--- src/rtl/csk_pkg.sv ---
// Shared types, constants and helpers for the chained-key byte scrambler.
`default_nettype none
package csk_pkg;

  localparam int unsigned KEY_WORDS_DEF = 8;
  localparam int unsigned KEY_WORDS_MAX = 16;
  localparam int unsigned KEY_INIT_LEN  = 8;

  localparam logic OP_SCRAMBLE   = 1'b0;
  localparam logic OP_UNSCRAMBLE = 1'b1;

  localparam logic [7:0] KEY_INIT [KEY_INIT_LEN] = '{
    8'hae, 8'hbf, 8'h56, 8'h78, 8'hab, 8'hcd, 8'hef, 8'hf1
  };

  typedef struct packed {
    logic       op;
    logic [7:0] in_byte;
    logic       last_byte;
  } in_item_t;

  typedef struct packed {
    logic [7:0] out_byte;
    logic       out_last;
  } out_item_t;

  // Reset value of a key entry; the table repeats for keys longer than eight bytes
  function automatic logic [7:0] key_init(input logic [7:0] idx);
    return KEY_INIT[idx[2:0]];
  endfunction

endpackage
`default_nettype wire

--- src/rtl/chained_key_byte_scrambler.sv ---
// Top level: chained-key byte scrambler, key RAM plus update stage and output register.
//
//  channel | direction | handshake           | payload
//  --------+-----------+---------------------+----------------------------------
//  in_     | request   | in_valid / in_ready | in_data   (op, in_byte, last_byte)
//  out_    | result    | out_valid/out_ready | out_data  (out_byte, out_last)
//
//  One byte per cycle sustained while out_ready stays high; a result passes the
//  update stage and then the output register before out_valid rises.
//  The key RAM read is issued at acceptance, the key update and result are
//  formed from the registered read data in the next cycle, then registered.
//  A write to the entry read at the same edge is forwarded to the next byte.
//  Key entries read as the reset key until first written.
//  A stalled result holds the update stage; the input takes a new request
//  whenever the update stage is empty or moves on.
`default_nettype none
module chained_key_byte_scrambler #(
  parameter int unsigned KEY_WORDS = csk_pkg::KEY_WORDS_DEF
) (
  input  wire logic                clk,
  input  wire logic                rst_n,
  input  wire logic                in_valid,
  output logic                     in_ready,
  input  wire csk_pkg::in_item_t   in_data,
  output logic                     out_valid,
  input  wire logic                out_ready,
  output csk_pkg::out_item_t       out_data
);

  localparam int unsigned IDX_W = (KEY_WORDS > 1) ? $clog2(KEY_WORDS) : 1;

  // message tracking at the input
  logic             in_msg_r, in_msg_nxt;
  logic [7:0]       pos_r, pos_nxt;
  logic [IDX_W-1:0] idx_r, idx_nxt;

  // update stage
  logic              s1_valid_r;
  csk_pkg::in_item_t s1_item_r;
  logic              s1_first_r;
  logic [7:0]        s1_pos_r;
  logic [IDX_W-1:0]  s1_idx_r;
  logic              fwd_r;
  logic [7:0]        fwd_data_r;
  logic [7:0]        prev_r;

  logic               out_valid_r;
  csk_pkg::out_item_t out_item_r;

  logic       in_acc, s1_adv;
  logic [7:0] ram_rd_data, key_old, key_new, res, cipher;
  logic       wr_en;

  assign s1_adv   = s1_valid_r && (!out_valid_r || out_ready);
  assign in_ready = !s1_valid_r || s1_adv;
  assign in_acc   = in_valid && in_ready;

  csk_key_ram #(
    .KEY_WORDS (KEY_WORDS),
    .IDX_W     (IDX_W)
  ) u_key_ram (
    .clk     (clk),
    .rst_n   (rst_n),
    .rd_en   (in_acc),
    .rd_addr (idx_r),
    .wr_en   (wr_en),
    .wr_addr (s1_idx_r),
    .wr_data (key_new),
    .rd_data (ram_rd_data)
  );

  // position and key index; index wraps with the eight-bit position too
  always_comb begin
    in_msg_nxt = in_msg_r;
    pos_nxt    = pos_r;
    idx_nxt    = idx_r;
    if (in_acc) begin
      if (in_data.last_byte) begin
        in_msg_nxt = 1'b0;
        pos_nxt    = '0;
        idx_nxt    = '0;
      end else begin
        in_msg_nxt = 1'b1;
        pos_nxt    = pos_r + 8'd1;
        if (pos_r == 8'hff || idx_r == IDX_W'(KEY_WORDS - 1)) begin
          idx_nxt = '0;
        end else begin
          idx_nxt = idx_r + IDX_W'(1);
        end
      end
    end
  end

  always_comb begin
    key_old = fwd_r ? fwd_data_r : ram_rd_data;
    key_new = (key_old + prev_r) ^ s1_pos_r;
    if (s1_first_r) begin
      res = s1_item_r.in_byte ^ key_old;
    end else if (s1_item_r.op == csk_pkg::OP_SCRAMBLE) begin
      res = (s1_item_r.in_byte - prev_r) ^ key_new;
    end else begin
      res = (s1_item_r.in_byte ^ key_new) + prev_r;
    end
    cipher = (s1_item_r.op == csk_pkg::OP_SCRAMBLE) ? res : s1_item_r.in_byte;
  end

  assign wr_en = s1_adv && !s1_first_r;

  always_ff @(posedge clk) begin
    if (!rst_n) begin
      in_msg_r    <= 1'b0;
      pos_r       <= '0;
      idx_r       <= '0;
      s1_valid_r  <= 1'b0;
      fwd_r       <= 1'b0;
      prev_r      <= '0;
      out_valid_r <= 1'b0;
    end else begin
      in_msg_r <= in_msg_nxt;
      pos_r    <= pos_nxt;
      idx_r    <= idx_nxt;
      if (in_acc) begin
        s1_valid_r <= 1'b1;
        // RAM returns the old word when written at the same edge
        fwd_r      <= wr_en && (s1_idx_r == idx_r);
      end else if (s1_adv) begin
        s1_valid_r <= 1'b0;
      end
      if (s1_adv) begin
        prev_r <= cipher;
      end
      if (s1_adv) begin
        out_valid_r <= 1'b1;
      end else if (out_ready) begin
        out_valid_r <= 1'b0;
      end
    end
  end

  always_ff @(posedge clk) begin
    if (in_acc) begin
      s1_item_r  <= in_data;
      s1_first_r <= !in_msg_r;
      s1_pos_r   <= pos_r;
      s1_idx_r   <= idx_r;
      fwd_data_r <= key_new;
    end
    if (s1_adv) begin
      out_item_r.out_byte <= res;
      out_item_r.out_last <= s1_item_r.last_byte;
    end
  end

  assign out_valid = out_valid_r;
  assign out_data  = out_item_r;

endmodule
`default_nettype wire

--- src/rtl/csk_key_ram.sv ---
// Key store: synchronous RAM with registered read and per-entry valid bits.
`default_nettype none
module csk_key_ram #(
  parameter int unsigned KEY_WORDS = csk_pkg::KEY_WORDS_DEF,
  parameter int unsigned IDX_W     = (KEY_WORDS > 1) ? $clog2(KEY_WORDS) : 1
) (
  input  wire logic             clk,
  input  wire logic             rst_n,
  input  wire logic             rd_en,
  input  wire logic [IDX_W-1:0] rd_addr,
  input  wire logic             wr_en,
  input  wire logic [IDX_W-1:0] wr_addr,
  input  wire logic [7:0]       wr_data,
  output logic      [7:0]       rd_data
);

  logic [7:0]           mem [KEY_WORDS];
  logic [KEY_WORDS-1:0] vld_r;
  logic [7:0]           rd_raw_r;
  logic                 rd_vld_r;
  logic [IDX_W-1:0]     rd_addr_r;

  always_ff @(posedge clk) begin
    if (wr_en) begin
      mem[wr_addr] <= wr_data;
    end
    if (rd_en) begin
      rd_raw_r  <= mem[rd_addr];
      rd_addr_r <= rd_addr;
    end
  end

  // valid bits stand in for a clearing sweep of the reset key
  always_ff @(posedge clk) begin
    if (!rst_n) begin
      vld_r    <= '0;
      rd_vld_r <= 1'b0;
    end else begin
      if (wr_en) begin
        vld_r[wr_addr] <= 1'b1;
      end
      if (rd_en) begin
        rd_vld_r <= vld_r[rd_addr];
      end
    end
  end

  assign rd_data = rd_vld_r ? rd_raw_r : csk_pkg::key_init(8'(rd_addr_r));

endmodule
`default_nettype wire

--- config.mk ---
export PLATFORM = sky130hd
export DESIGN_NAME = chained_key_byte_scrambler
export DESIGN_NICKNAME = d
export VERILOG_FILES = /design/src/rtl/csk_pkg.sv /design/src/rtl/chained_key_byte_scrambler.sv /design/src/rtl/csk_key_ram.sv
export SDC_FILE = /design/constraint.sdc
export NUM_CORES = 1
export LEC_CHECK = 0
export BUFFER_PORTS_ARGS = -buffer_cell sky130_fd_sc_hd__buf_2
export CORE_ASPECT_RATIO = 1.25
export CORE_MARGIN = 5
export CORE_UTILIZATION = 60
export CTS_BUF_LIST = sky130_fd_sc_hd__clkbuf_16
export DETAILED_ROUTE_END_ITERATION = 12
export PLACE_DENSITY = 0.77
export SLEW_MARGIN = 0
export SYNTH_ARGS = -nofsm -noshare
export SYNTH_HDL_FRONTEND = slang
export SYNTH_HIERARCHICAL = 1
export SYNTH_SLANG_ARGS = --single-unit
export TNS_END_PERCENT = 30
--- constraint.sdc ---
create_clock -name clk -period 5.1 [get_ports clk]
set_input_delay 0.765 -clock clk [delete_from_list [all_inputs] [get_ports clk]]
set_output_delay 0.765 -clock clk [all_outputs]
set_load 0.03 [all_outputs]
==> impl_results.md <==
* Fin. Hold Viols at 0
* Pins over their slew limit at 0
* CP delay by family, top: XOR/XNOR gates
* Core Area at 11990 um^2
* Final period utilization at 91.69%
* Leakage at 3.016 nW
* Htree depth at 4
* Ant. Diodes at 0
* Setup TNS at 0 ns
* Routed wire length at 14.64 mm
* Buffers and inverters on the worst path at 2
* Io pins at 25
* Number of global-route vias before repair at 4553
* Clock power frac at roughly two fifths
* Total Power at 3.240 mW
* Critical path peak fanout at 11
* Max stage delay on crit path at 0.72 ns
* Sequential power share at 44.1%
* RSZ-0062 raised after global routing: false
* Post-Syn Area per Cell at 12.95 um^2
* Gr usage total at 21.77%
* DP Wirelength at 9.881 mm
* Initial Utilization at 60.56%
* Synth Warn # at 6
* Initial antenna violation count at 0
* Cts bufs inserted at 17
* Final setup vio count at 0
* Die area at 14420 um^2
* Area delta synth->final at 12.18%
* Max Cap Violations at 0
* Startpoint Class: flop
* Ys flop type: edfxtp_1
* Synth unique cells at 61
* Post-route insts no fill at 766
* Top cells by area, synth: edfxtp_1 47%, dfxtp_1 8.8%, ha_1 5.3%
* Post-synth top cells: 114 x edfxtp_1, 36 x o21ai_0, 32 x dfxtp_1, 31 x ha_1, 31 x nand2_1
* Largest net degree at the start of global routing at between 40 and 50
* Grt ovf at 0
* CTS-repair resized insts at 0
* TritonRoute pass-1 iters at 5
* Synth Register Bits at around 150
* Pwr per Cell Area at about 400 nW/um^2
* FMAX at 213.8 MHz
* CTS clock-pin slew for the worst setup and hold paths at 0.06 ns
* Seq/Total Area, Yosys at a little under three fifths
* Nets at 637
* Worst Skew at 0.01041 ns
* Initial drt markers at 278
* Drt via density at 5.967
* Max VDD drop at roughly 0.36 mV
* Final Util at 67.94%
* Int Power at 2.411 mW
* CP Capture Type: flop
* CTS max path bufs at 2
* Most frequent CP cell: ha_1
* CP Cell Sequence: inv_1 > ha_1 > nand2_1 > o21ai_0 > mux2_2 > mux2i_1 > inv_1 > ha_1 > xnor2_1 > xnor2_1 > xor2_1 > ha_1 > a211oi_1 > o21bai_1 > a21oi_1 > o21ai_0 > or3_1 > o211ai_2
* Switching Power at 829.3 uW
* Worst endpoint required time at 5.37 ns
* Worst EP arrival at 4.95 ns
* Port bufs at 24
* Hold crit path type: reg2reg
* Yosys top cell area share at 47.13%
* Outcome: complete, no violations
* Vias at 4571
* Clock Sinks at between 100 and 150
* Final Critical Period at 4.676 ns
* Worst-Margin Slew at approximately 1.1 ns
* Gate Count Post-Synth at 561
* DRC Markers at 0
* Antenna Violating Nets Remaining at 0
* Share of layout cells above drive strength 1 at 15.78%
* Max-slew headroom at 25.03%
* EDFF count, synth at ~110
* Placed Cells at 734
* Async SR Flop Fraction at 0%
* First-pass GRT wire length at 23.42 mm
* Crit path max-delay cell type: xnor2_1
* Worst-Skew Late Latency at 0.42 ns
* Die X at 108.4 um
* Routability cong. at 0.8532
* Setup ws final at about 0.42 ns
* Net Sw Frac at 25.59%
* Logic pwr share at between 15 and 20%
* Count leader, synth: edfxtp_1
* Crit Path Class: reg2reg
* Die Y-Extent at 133.0 um
* Root Driver: clkbuf_16
* Post-CTS Setup Bufs at 0
* Post-synthesis cell type with the largest combined area: edfxtp_1
* Post-cts hold buffer count at 0
* Synth Cell Area at 7263 um^2
* Routed length per instance at 19.11 um
* Dpl ws at 0.4738 ns
* CTS tree: done
* Rows at 45
* Net Count, Synth at 609
-- state kept, by name, indices dropped and copies added, names as in the netlist --
register,flops
prev_r,8
out_data,9
out_valid,1
s1_first_r,1
s1_item_r,10
s1_valid_r,1
s1_pos_r,8
pos_r,8
u_key_ram/vld_r,8
u_key_ram/rd_raw_r,8
u_key_ram/rd_addr_r,3
s1_idx_r,3
u_key_ram/rd_vld_r,1
idx_r,3
in_msg_r,1
fwd_r,1
fwd_data_r,8
u_key_ram/mem,64
-- power by group through the flow --
stage | sequential [mW] | combinational (mW) | clock, mW
4_1_cts | 1.43 | 0.538 | 1.29
3_3_place_gp | 1.45 | 0.516 | 0
3_5_place_dp | 1.45 | 0.534 | 0
5_1_grt | 1.43 | 0.595 | 1.35
6_report | 1.43 | 0.538 | 1.27
2_1_floorplan | 1.45 | 0.409 | 0
-- cell usage in the layout (no fill, tap or decap), drive strengths merged, types with 3 or more instances in the layout --
master   Yosys  routed
xor2        15      15
ha          31      31
a22oi        5       5
clkbuf      13      18
nand2       31      31
edfxtp     114     114
nand2b      12      12
mux2i       15      15
a21o         5       5
a31oi        5       5
nor3         4       4
a21oi       29      29
and2         5       5
bufinv       0       3
o2111ai      5       5
o21ai       37      37
nor4         3       3
fa           3       3
xnor2       27      27
o21a        11      11
inv         30      38
nand3       11      11
nor2b       11      11
nor2        28      28
mux2        14      14
buf          8      30
a21boi       5       5
clkinv       0       3
mux4        17      17
dfxtp       32      32
nand4        4       4
-- per-layer routing --
metal,track usage (%),up-vias,wire (um)
met1,27.40,2247,6160
met5,0,-,0
met2,35.91,138,7336
met4,9.123,0,430
li1,-,2151,-
met3,5.124,35,713
-- final timing paths --
kind	cells past startpoint	slack, ns	to	startpoint
worst max-delay path	18	0.42	out_data[8]$_DFFE_PP_	u_key_ram/rd_addr_r[1]$_DFFE_PP_
worst min-delay path	0	0.43	out_data[0]$_DFFE_PP_	s1_item_r[0]$_DFFE_PP_
worst max register to register	18	0.42	out_data[8]$_DFFE_PP_	u_key_ram/rd_addr_r[1]$_DFFE_PP_
worst min register to register	0	0.43	out_data[0]$_DFFE_PP_	s1_item_r[0]$_DFFE_PP_
-- cell families (layout without fill, tap and decap cells) --
family	Yosys count	in the layout	synth area share [%]
AO/OA/AOI/OAI	119	119	10.56
XOR/XNOR	44	44	5.892
adder cells (fa/ha/maj)	34	34	6.167
buffers and inverters	51	92	3.015
flip-flops	146	146	55.95
multiplexers	46	46	10.09
AND/OR/NAND/NOR	121	121	8.320
-- per-stage QoR --
stage	cell area, um^2	hold slack (ns)
final	8148	0.4287
after global routing	8148	0.4323
after CTS	8148	0.4319
after detailed placement	7537	0.4322
after global placement	7537	0.4022
after floorplan	7263	0.4003
-- layout make-up --
cell class                      count  area, um^2
Sequential cell                   146        4064
Inverter                           30       112.6
Timing Repair Buffer               30       165.2
Tap cell                          164       205.2
Fill cell                         838        3845
Multi-Input combinational cell    364        2990
Clock inverter                     14       160.2
Clock buffer                       18       450.4
No activity file was read; power rests on OpenSTA's default activity.
